[src/rtl/assert_macros.svh]
`ifndef ASSERT_MACROS_SVH
`define ASSERT_MACROS_SVH

// Same-cycle implication, sampled on clk, off while rst_n is low.
`define SLD_ASSERT_IMP(label, ante, cons) \
  label: assert property (@(posedge clk) disable iff (!rst_n) (ante) |-> (cons)) \
    else $error("assertion failed");

// Next-cycle implication, sampled on clk, off while rst_n is low.
`define SLD_ASSERT_NXT(label, ante, cons) \
  label: assert property (@(posedge clk) disable iff (!rst_n) (ante) |=> (cons)) \
    else $error("assertion failed");

`endif

[src/rtl/sld_pkg.sv]
`default_nettype none
package sld_pkg;

  localparam int SAMPLE_W = 7;
  localparam int START_W  = 16;
  localparam int POS_W    = 17;
  localparam int LEVEL_W  = 6;
  localparam int DEPTH_W  = 7;

  typedef struct packed {
    logic                action;
    logic [SAMPLE_W-1:0] sample;
  } in_req_t;

  typedef struct packed {
    logic [START_W-1:0] interval_start;
    logic [POS_W-1:0]   interval_end;
    logic [LEVEL_W-1:0] level;
    logic               last;
  } out_req_t;

  // push: every cell takes its upper neighbor, pop: every cell takes its lower neighbor
  typedef struct packed {
    logic push;
    logic pop;
  } cell_ctl_t;

endpackage
`default_nettype wire

[src/rtl/signal_level_interval_decomposer.sv]
// Level stack is a row of MAX_LEVEL shift cells; the top entry always sits in cell 0.
// Intervals are registered on the output in the pop steps after a request is taken.
// A request is taken only in idle; levels are then popped or pushed one at a time,
// pops waiting for a free output slot, until the depth reaches the target.
// Reset (rst_n low, synchronous): stack depth and position are zero, output empty;
// cell contents are not cleared.
`default_nettype none
`include "assert_macros.svh"
module signal_level_interval_decomposer #(
  parameter int MAX_LEVEL  = 64,
  parameter int MAX_LENGTH = 65536
) (
  input  wire               clk,
  input  wire               rst_n,
  input  wire               in_valid,
  output logic              in_ready,
  input  sld_pkg::in_req_t  in_data,
  output logic              out_valid,
  input  wire               out_ready,
  output sld_pkg::out_req_t out_data
);

  localparam int DW = sld_pkg::DEPTH_W;
  localparam int PW = sld_pkg::POS_W;
  localparam int SW = sld_pkg::START_W;
  localparam logic [DW-1:0] MAX_LEVEL_D = DW'(MAX_LEVEL);

  localparam logic [1:0] ST_IDLE = 2'd0;
  localparam logic [1:0] ST_POP  = 2'd1;
  localparam logic [1:0] ST_PUSH = 2'd2;

  logic [1:0]        state_r,   state_nxt;
  logic [DW-1:0]     depth_r,   depth_nxt;
  logic [DW-1:0]     tgt_r,     tgt_nxt;
  logic [PW-1:0]     pos_r,     pos_nxt;
  logic [PW-1:0]     end_r,     end_nxt;
  logic              ovld_r,    ovld_nxt;
  sld_pkg::out_req_t odata_r,   odata_nxt;

  sld_pkg::cell_ctl_t ctl;
  logic [SW-1:0]      cell_q [MAX_LEVEL];

  logic          in_fire;
  logic          slot_free;
  logic          pop_fire;
  logic          len_full;
  logic [DW-1:0] sat_val;
  logic [DW-1:0] depth_dec;
  logic [DW-1:0] depth_inc;

  assign in_ready  = (state_r == ST_IDLE);
  assign in_fire   = in_valid && in_ready;
  assign slot_free = !ovld_r || out_ready;
  assign pop_fire  = (state_r == ST_POP) && slot_free;
  assign len_full  = (32'(pos_r) >= 32'(MAX_LENGTH));
  assign sat_val   = (in_data.sample > MAX_LEVEL_D) ? MAX_LEVEL_D : in_data.sample;
  assign depth_dec = depth_r - DW'(1);
  assign depth_inc = depth_r + DW'(1);

  always_comb begin
    state_nxt = state_r;
    depth_nxt = depth_r;
    tgt_nxt   = tgt_r;
    pos_nxt   = pos_r;
    end_nxt   = end_r;
    ovld_nxt  = ovld_r && !out_ready;
    odata_nxt = odata_r;
    ctl       = '0;
    unique case (state_r)
      ST_IDLE: begin
        if (in_fire) begin
          if (in_data.action) begin
            tgt_nxt = '0;
            end_nxt = pos_r;
            pos_nxt = '0;
            if (depth_r != '0) begin
              state_nxt = ST_POP;
            end
          end else if (!len_full) begin
            tgt_nxt = sat_val;
            end_nxt = pos_r;
            pos_nxt = pos_r + PW'(1);
            if (depth_r > sat_val) begin
              state_nxt = ST_POP;
            end else if (depth_r < sat_val) begin
              state_nxt = ST_PUSH;
            end
          end
        end
      end
      ST_POP: begin
        if (slot_free) begin
          ctl.pop                  = 1'b1;
          depth_nxt                = depth_dec;
          ovld_nxt                 = 1'b1;
          odata_nxt.interval_start = cell_q[0];
          odata_nxt.interval_end   = end_r;
          odata_nxt.level          = depth_dec[sld_pkg::LEVEL_W-1:0];
          odata_nxt.last           = (depth_dec == tgt_r);
          if (depth_dec == tgt_r) begin
            state_nxt = ST_IDLE;
          end
        end
      end
      ST_PUSH: begin
        ctl.push  = 1'b1;
        depth_nxt = depth_inc;
        if (depth_inc == tgt_r) begin
          state_nxt = ST_IDLE;
        end
      end
      default: begin
        state_nxt = ST_IDLE;
      end
    endcase
  end

  always_ff @(posedge clk) begin
    if (!rst_n) begin
      state_r <= ST_IDLE;
      depth_r <= '0;
      pos_r   <= '0;
      ovld_r  <= 1'b0;
    end else begin
      state_r <= state_nxt;
      depth_r <= depth_nxt;
      pos_r   <= pos_nxt;
      ovld_r  <= ovld_nxt;
    end
  end

  always_ff @(posedge clk) begin
    tgt_r   <= tgt_nxt;
    end_r   <= end_nxt;
    odata_r <= odata_nxt;
  end

  for (genvar i = 0; i < MAX_LEVEL; i++) begin : g_cell
    logic [SW-1:0] prev_d;
    logic [SW-1:0] next_d;
    if (i == 0) begin : g_top
      assign prev_d = end_r[SW-1:0];
    end else begin : g_mid
      assign prev_d = cell_q[i-1];
    end
    if (i == MAX_LEVEL - 1) begin : g_bot
      assign next_d = '0;
    end else begin : g_inner
      assign next_d = cell_q[i+1];
    end
    sld_cell u_cell (
      .clk       (clk),
      .ctl       (ctl),
      .from_prev (prev_d),
      .from_next (next_d),
      .q         (cell_q[i])
    );
  end

  assign out_valid = ovld_r;
  assign out_data  = odata_r;

  `SLD_ASSERT_IMP(a_depth_bound, 1'b1, depth_r <= MAX_LEVEL_D)
  `SLD_ASSERT_IMP(a_pop_nonempty, state_r == ST_POP, depth_r != '0)
  `SLD_ASSERT_IMP(a_push_below_max, state_r == ST_PUSH, depth_r < tgt_r)
  `SLD_ASSERT_NXT(a_last_ends_item, pop_fire && (depth_dec == tgt_r), state_r == ST_IDLE)
  `SLD_ASSERT_NXT(a_flush_clears_pos, in_fire && in_data.action, pos_r == '0)

endmodule
`default_nettype wire

[src/rtl/sld_cell.sv]
`default_nettype none
module sld_cell (
  input  wire                              clk,
  input  sld_pkg::cell_ctl_t               ctl,
  input  wire  [sld_pkg::START_W-1:0]      from_prev,
  input  wire  [sld_pkg::START_W-1:0]      from_next,
  output logic [sld_pkg::START_W-1:0]      q
);

  logic [sld_pkg::START_W-1:0] q_r;
  logic [sld_pkg::START_W-1:0] q_nxt;

  always_comb begin
    priority if (ctl.push) begin
      q_nxt = from_prev;
    end else if (ctl.pop) begin
      q_nxt = from_next;
    end else begin
      q_nxt = q_r;
    end
  end

  always_ff @(posedge clk) begin
    q_r <= q_nxt;
  end

  assign q = q_r;

endmodule
`default_nettype wire
[config.mk]
export PLATFORM = sky130hd
export DESIGN_NAME = signal_level_interval_decomposer
export DESIGN_NICKNAME = d
export VERILOG_FILES = /design/src/rtl/sld_pkg.sv /design/src/rtl/signal_level_interval_decomposer.sv /design/src/rtl/sld_cell.sv
export VERILOG_INCLUDE_DIRS = /design/src /design/src/rtl
export SDC_FILE = /design/constraint.sdc
export NUM_CORES = 2
export LEC_CHECK = 0
export ABC_AREA = 1
export ABC_CLOCK_PERIOD_IN_PS = 14200
export BUFFER_PORTS_ARGS = -buffer_cell sky130_fd_sc_hd__buf_4
export CAP_MARGIN = 40
export CELL_PAD_IN_SITES_DETAIL_PLACEMENT = 1
export CELL_PAD_IN_SITES_GLOBAL_PLACEMENT = 1
export CORE_ASPECT_RATIO = 1.4
export CORE_MARGIN = 2
export CORE_UTILIZATION = 55
export CTS_CLUSTER_SIZE = 40
export DETAILED_ROUTE_END_ITERATION = 6
export GPL_ROUTABILITY_DRIVEN = 0
export MAX_ROUTING_LAYER = met4
export PLACE_DENSITY = 0.94
export SYNTH_ARGS = -nofsm -noshare
export SYNTH_HDL_FRONTEND = slang
export SYNTH_HIERARCHICAL = 1
export SYNTH_SLANG_ARGS = --single-unit
[constraint.sdc]
create_clock -name clk -period 14.2 [get_ports clk]
set_clock_uncertainty 0.2 [all_clocks]
set_input_delay 1.42 -clock clk [delete_from_list [all_inputs] [get_ports clk]]
set_output_delay 1.42 -clock clk [all_outputs]
set_load 0.1 [all_outputs]
==> results.sh <==
export IMPL_status="finished clean"
export IMPL_crit_arrival_ns=4.76
export IMPL_seq_power_share_pct=49.4
export IMPL_p_leak_nw=22.3
export IMPL_p_per_area_nw_per_um2=259
export IMPL_detail_route_wl_per_cell_um=23.6
export IMPL_slew_violations=0
export IMPL_ant_nets=0
export IMPL_start_util_pct=55.6
export IMPL_hold_violations=0
export IMPL_clk_latency_ns=0.69
export IMPL_drive_gt1_share_pct=13.1
export IMPL_crit_path_max_fanout=84
export IMPL_nets=4841
export IMPL_fp_coreArea_um2=91300
export IMPL_worst_pin_slew_ns=1.02
export IMPL_wl_um=144000
export IMPL_synth_commonest_cells="nand2_1 (2839), edfxtp_1 (1088), nand2_2 (324), buf_6 (129)"
export IMPL_end_kind="flip-flop"
export IMPL_setup_tns_ns=0
export IMPL_finalCritPeriodShare_pct=32.7
export IMPL_hp_class="reg -> reg"
export IMPL_clkSinkCount=1115
export IMPL_power_frac_clock_pct=21.2
export IMPL_firstDrtPassIters=6
export IMPL_viasPerCell=5.72
export IMPL_synth_edff_count=1088
export IMPL_yosysWarningCount=6
export IMPL_grt_max_degree=182
export IMPL_synth_area_leaders="edfxtp_1 (64%), nand2_1 (21%), nand2_2 (4.0%), buf_6 (2.9%), buf_12 (2.5%)"
export IMPL_drv_cap=0
export IMPL_synth_seq_cells=1115
export IMPL_setup_viol=0
export IMPL_cts_buffer_depth=3
export IMPL_antenna_found_initial=0
export IMPL_num_io_pins=54
export IMPL_globalRouteOverflowTotal=0
export IMPL_ctsResizeCount=0
export IMPL_grt_pass1_vias=37800
export IMPL_yosysMostFrequentCell="nand2_1"
export IMPL_cts_setup_buffers=0
export IMPL_synthFlopType="edfxtp_1"
export IMPL_ir_drop_uv=186
export IMPL_root_buffer="clkbuf_16"
export IMPL_yosysTopAreaCell="edfxtp_1"
export IMPL_vias=34900
export IMPL_grt_usage_pct=31.5
export IMPL_start_kind="flip-flop"
export IMPL_whs_ns=0.253
export IMPL_syn_to_final_growth_pct=5.80
export IMPL_p_switching_mw=5.46
export IMPL_multi_input_area_um2=14100
export IMPL_cts_hold_buffers=0
export IMPL_fill_cells=9677
export IMPL_rsz0062_at_grt="no"
export IMPL_dp_hpwl_um=90900
export IMPL_rows=131
export IMPL_clk_pin_slew_worst_paths_ns=0.07
export IMPL_synthArstFlopShare_pct=0
export IMPL_synth_cell_types=37
export IMPL_internal_power_mw=8.45
export IMPL_insertedDiodeCount=0
export IMPL_synth_seq_area_share_pct=65.4
export IMPL_max_clock_freq_mhz=216
export IMPL_crit_type="reg -> reg"
export IMPL_first_iter_violations=3164
export IMPL_synthCells=4820
export IMPL_dieArea_um2=94800
export IMPL_drcViolationCount=0
export IMPL_h_tree_depth=3
export IMPL_cts_tree="built"
export IMPL_fp_dieH_um=364
export IMPL_p_comb_share_pct=29.5
export IMPL_dieWidth_um=261
export IMPL_syn_area_um2=50800
export IMPL_seqCellArea_um2=33200
export IMPL_required_ns=14.32
export IMPL_p_sw_share_pct=39.3
export IMPL_cts_buffers=106
export IMPL_period_needed_ns=4.64
export IMPL_synth_top_area_share_pct=64.3
export IMPL_grt_pass1_wl_um=222000
export IMPL_postSynthAreaPerCell_um2=10.5
export IMPL_io_buffers=53
export IMPL_max_slew_margin_pct=32.1
[worst paths after layout]
path	start	end	slack [ns]	cells after the start
max	state_r[1]	g_cell[46].u_cell/q[7]	9.56	8
min	g_cell[0].u_cell/q[12]	out_data[36]	0.25	0
max reg2reg	state_r[1]	g_cell[46].u_cell/q[7]	9.56	8
min reg2reg	g_cell[0].u_cell/q[12]	out_data[36]	0.25	0
[cell type report]
class / count / area share (%)
flip-flops and latches: 1115 / 61.8
multi-input cells: 3402 / 26.3
clock buffers: 125 / 5.19
well taps: 1197 / 2.79
inverters: 121 / 1.44
clock inverters: 71 / 1.31
repair buffers: 72 / 1.18
[logic make-up after synthesis]
| family | synth area share (%) |
|---|---|
| xor+xnor | 0.0172 |
| compound gates | 0.539 |
| buf+inv | 6.94 |
| flops | 65.4 |
| fa+ha+maj | 0.271 |
| other cells | 0.00738 |
| simple gates | 26.8 |
[layer usage]
| metal | up-vias | share of wire (%) | wire [um] | global-route usage, % |
|---|---|---|---|---|
| met3 | 484 | 5.2 | 7470 | 4.13 |
| li1 | 15500 | - | - | - |
| met5 | - | 0 | 0 | - |
| met2 | 1446 | 54 | 77300 | 55.9 |
| met4 | 0 | 5.7 | 8170 | 16.4 |
| met1 | 17500 | 35 | 50900 | 34.3 |
[flip-flops by register name (all words and copies together), names as in the netlist]
register and count:
g_cell.u_cell/q 1024, end_r 17, out_data 40, state_r 2, pos_r 17, depth_r 7, out_valid 1, tgt_r 7
[stage by stage]
stage / util, % / cell area, um^2 / worst slack [ns] / std cells / total power [mW]
after floorplan: - / 50800 / 8.46 / 4835 / 9.50
after global placement: 54.9 / 50100 / 9.61 / 5903 / 10.1
after detailed placement: 55.0 / 50200 / 9.73 / 5907 / 10.6
after CTS: 58.9 / 53700 / 9.64 / 6103 / 13.9
after global routing: 58.9 / 53700 / 9.35 / 6103 / 14.5
final: 58.9 / 53700 / 9.56 / 6103 / 13.9
[critical path, stage by stage, from the launching register on]
cell	delay, ns
dfxtp_1	0.34
inv_1	0.11
nor2_4	0.12
buf_4	0.60
buf_4	0.79
buf_4	0.68
buf_4	0.30
buf_16	0.33
or2_1	0.66
[power groups by stage]
stage                     registers, mW  clock network [mW]  logic, mW
after detailed placement           6.83                   0       3.82
after CTS                          6.84                2.97       4.05
final                              6.87                2.94       4.10
after global routing               6.97                3.08       4.45
after floorplan                    6.54                   0       2.96
after global placement             6.70                   0       3.42
[cell usage in the layout (no fill, tap or decap), types with 10 or more instances in the layout]
cell type / synthesis / final
or2_1: 64 / 64
nand4_1: 10 / 10
edfxtp_1: 1088 / 1088
buf_4: 0 / 66
clkinv_1: 0 / 21
o21ai_0: 11 / 11
clkbuf_16: 0 / 109
inv_6: 64 / 67
bufinv_16: 0 / 14
nand3_1: 29 / 29
dfxtp_1: 27 / 27
conb_1: 1 / 16
ha_1: 11 / 11
nor2_1: 34 / 32
nand2_1: 2839 / 2839
inv_1: 51 / 51
nand2_2: 324 / 324
clkinv_2: 0 / 27
clkbuf_1: 2 / 16
a21oi_1: 27 / 27
No activity file was read; power rests on OpenSTA's default activity.
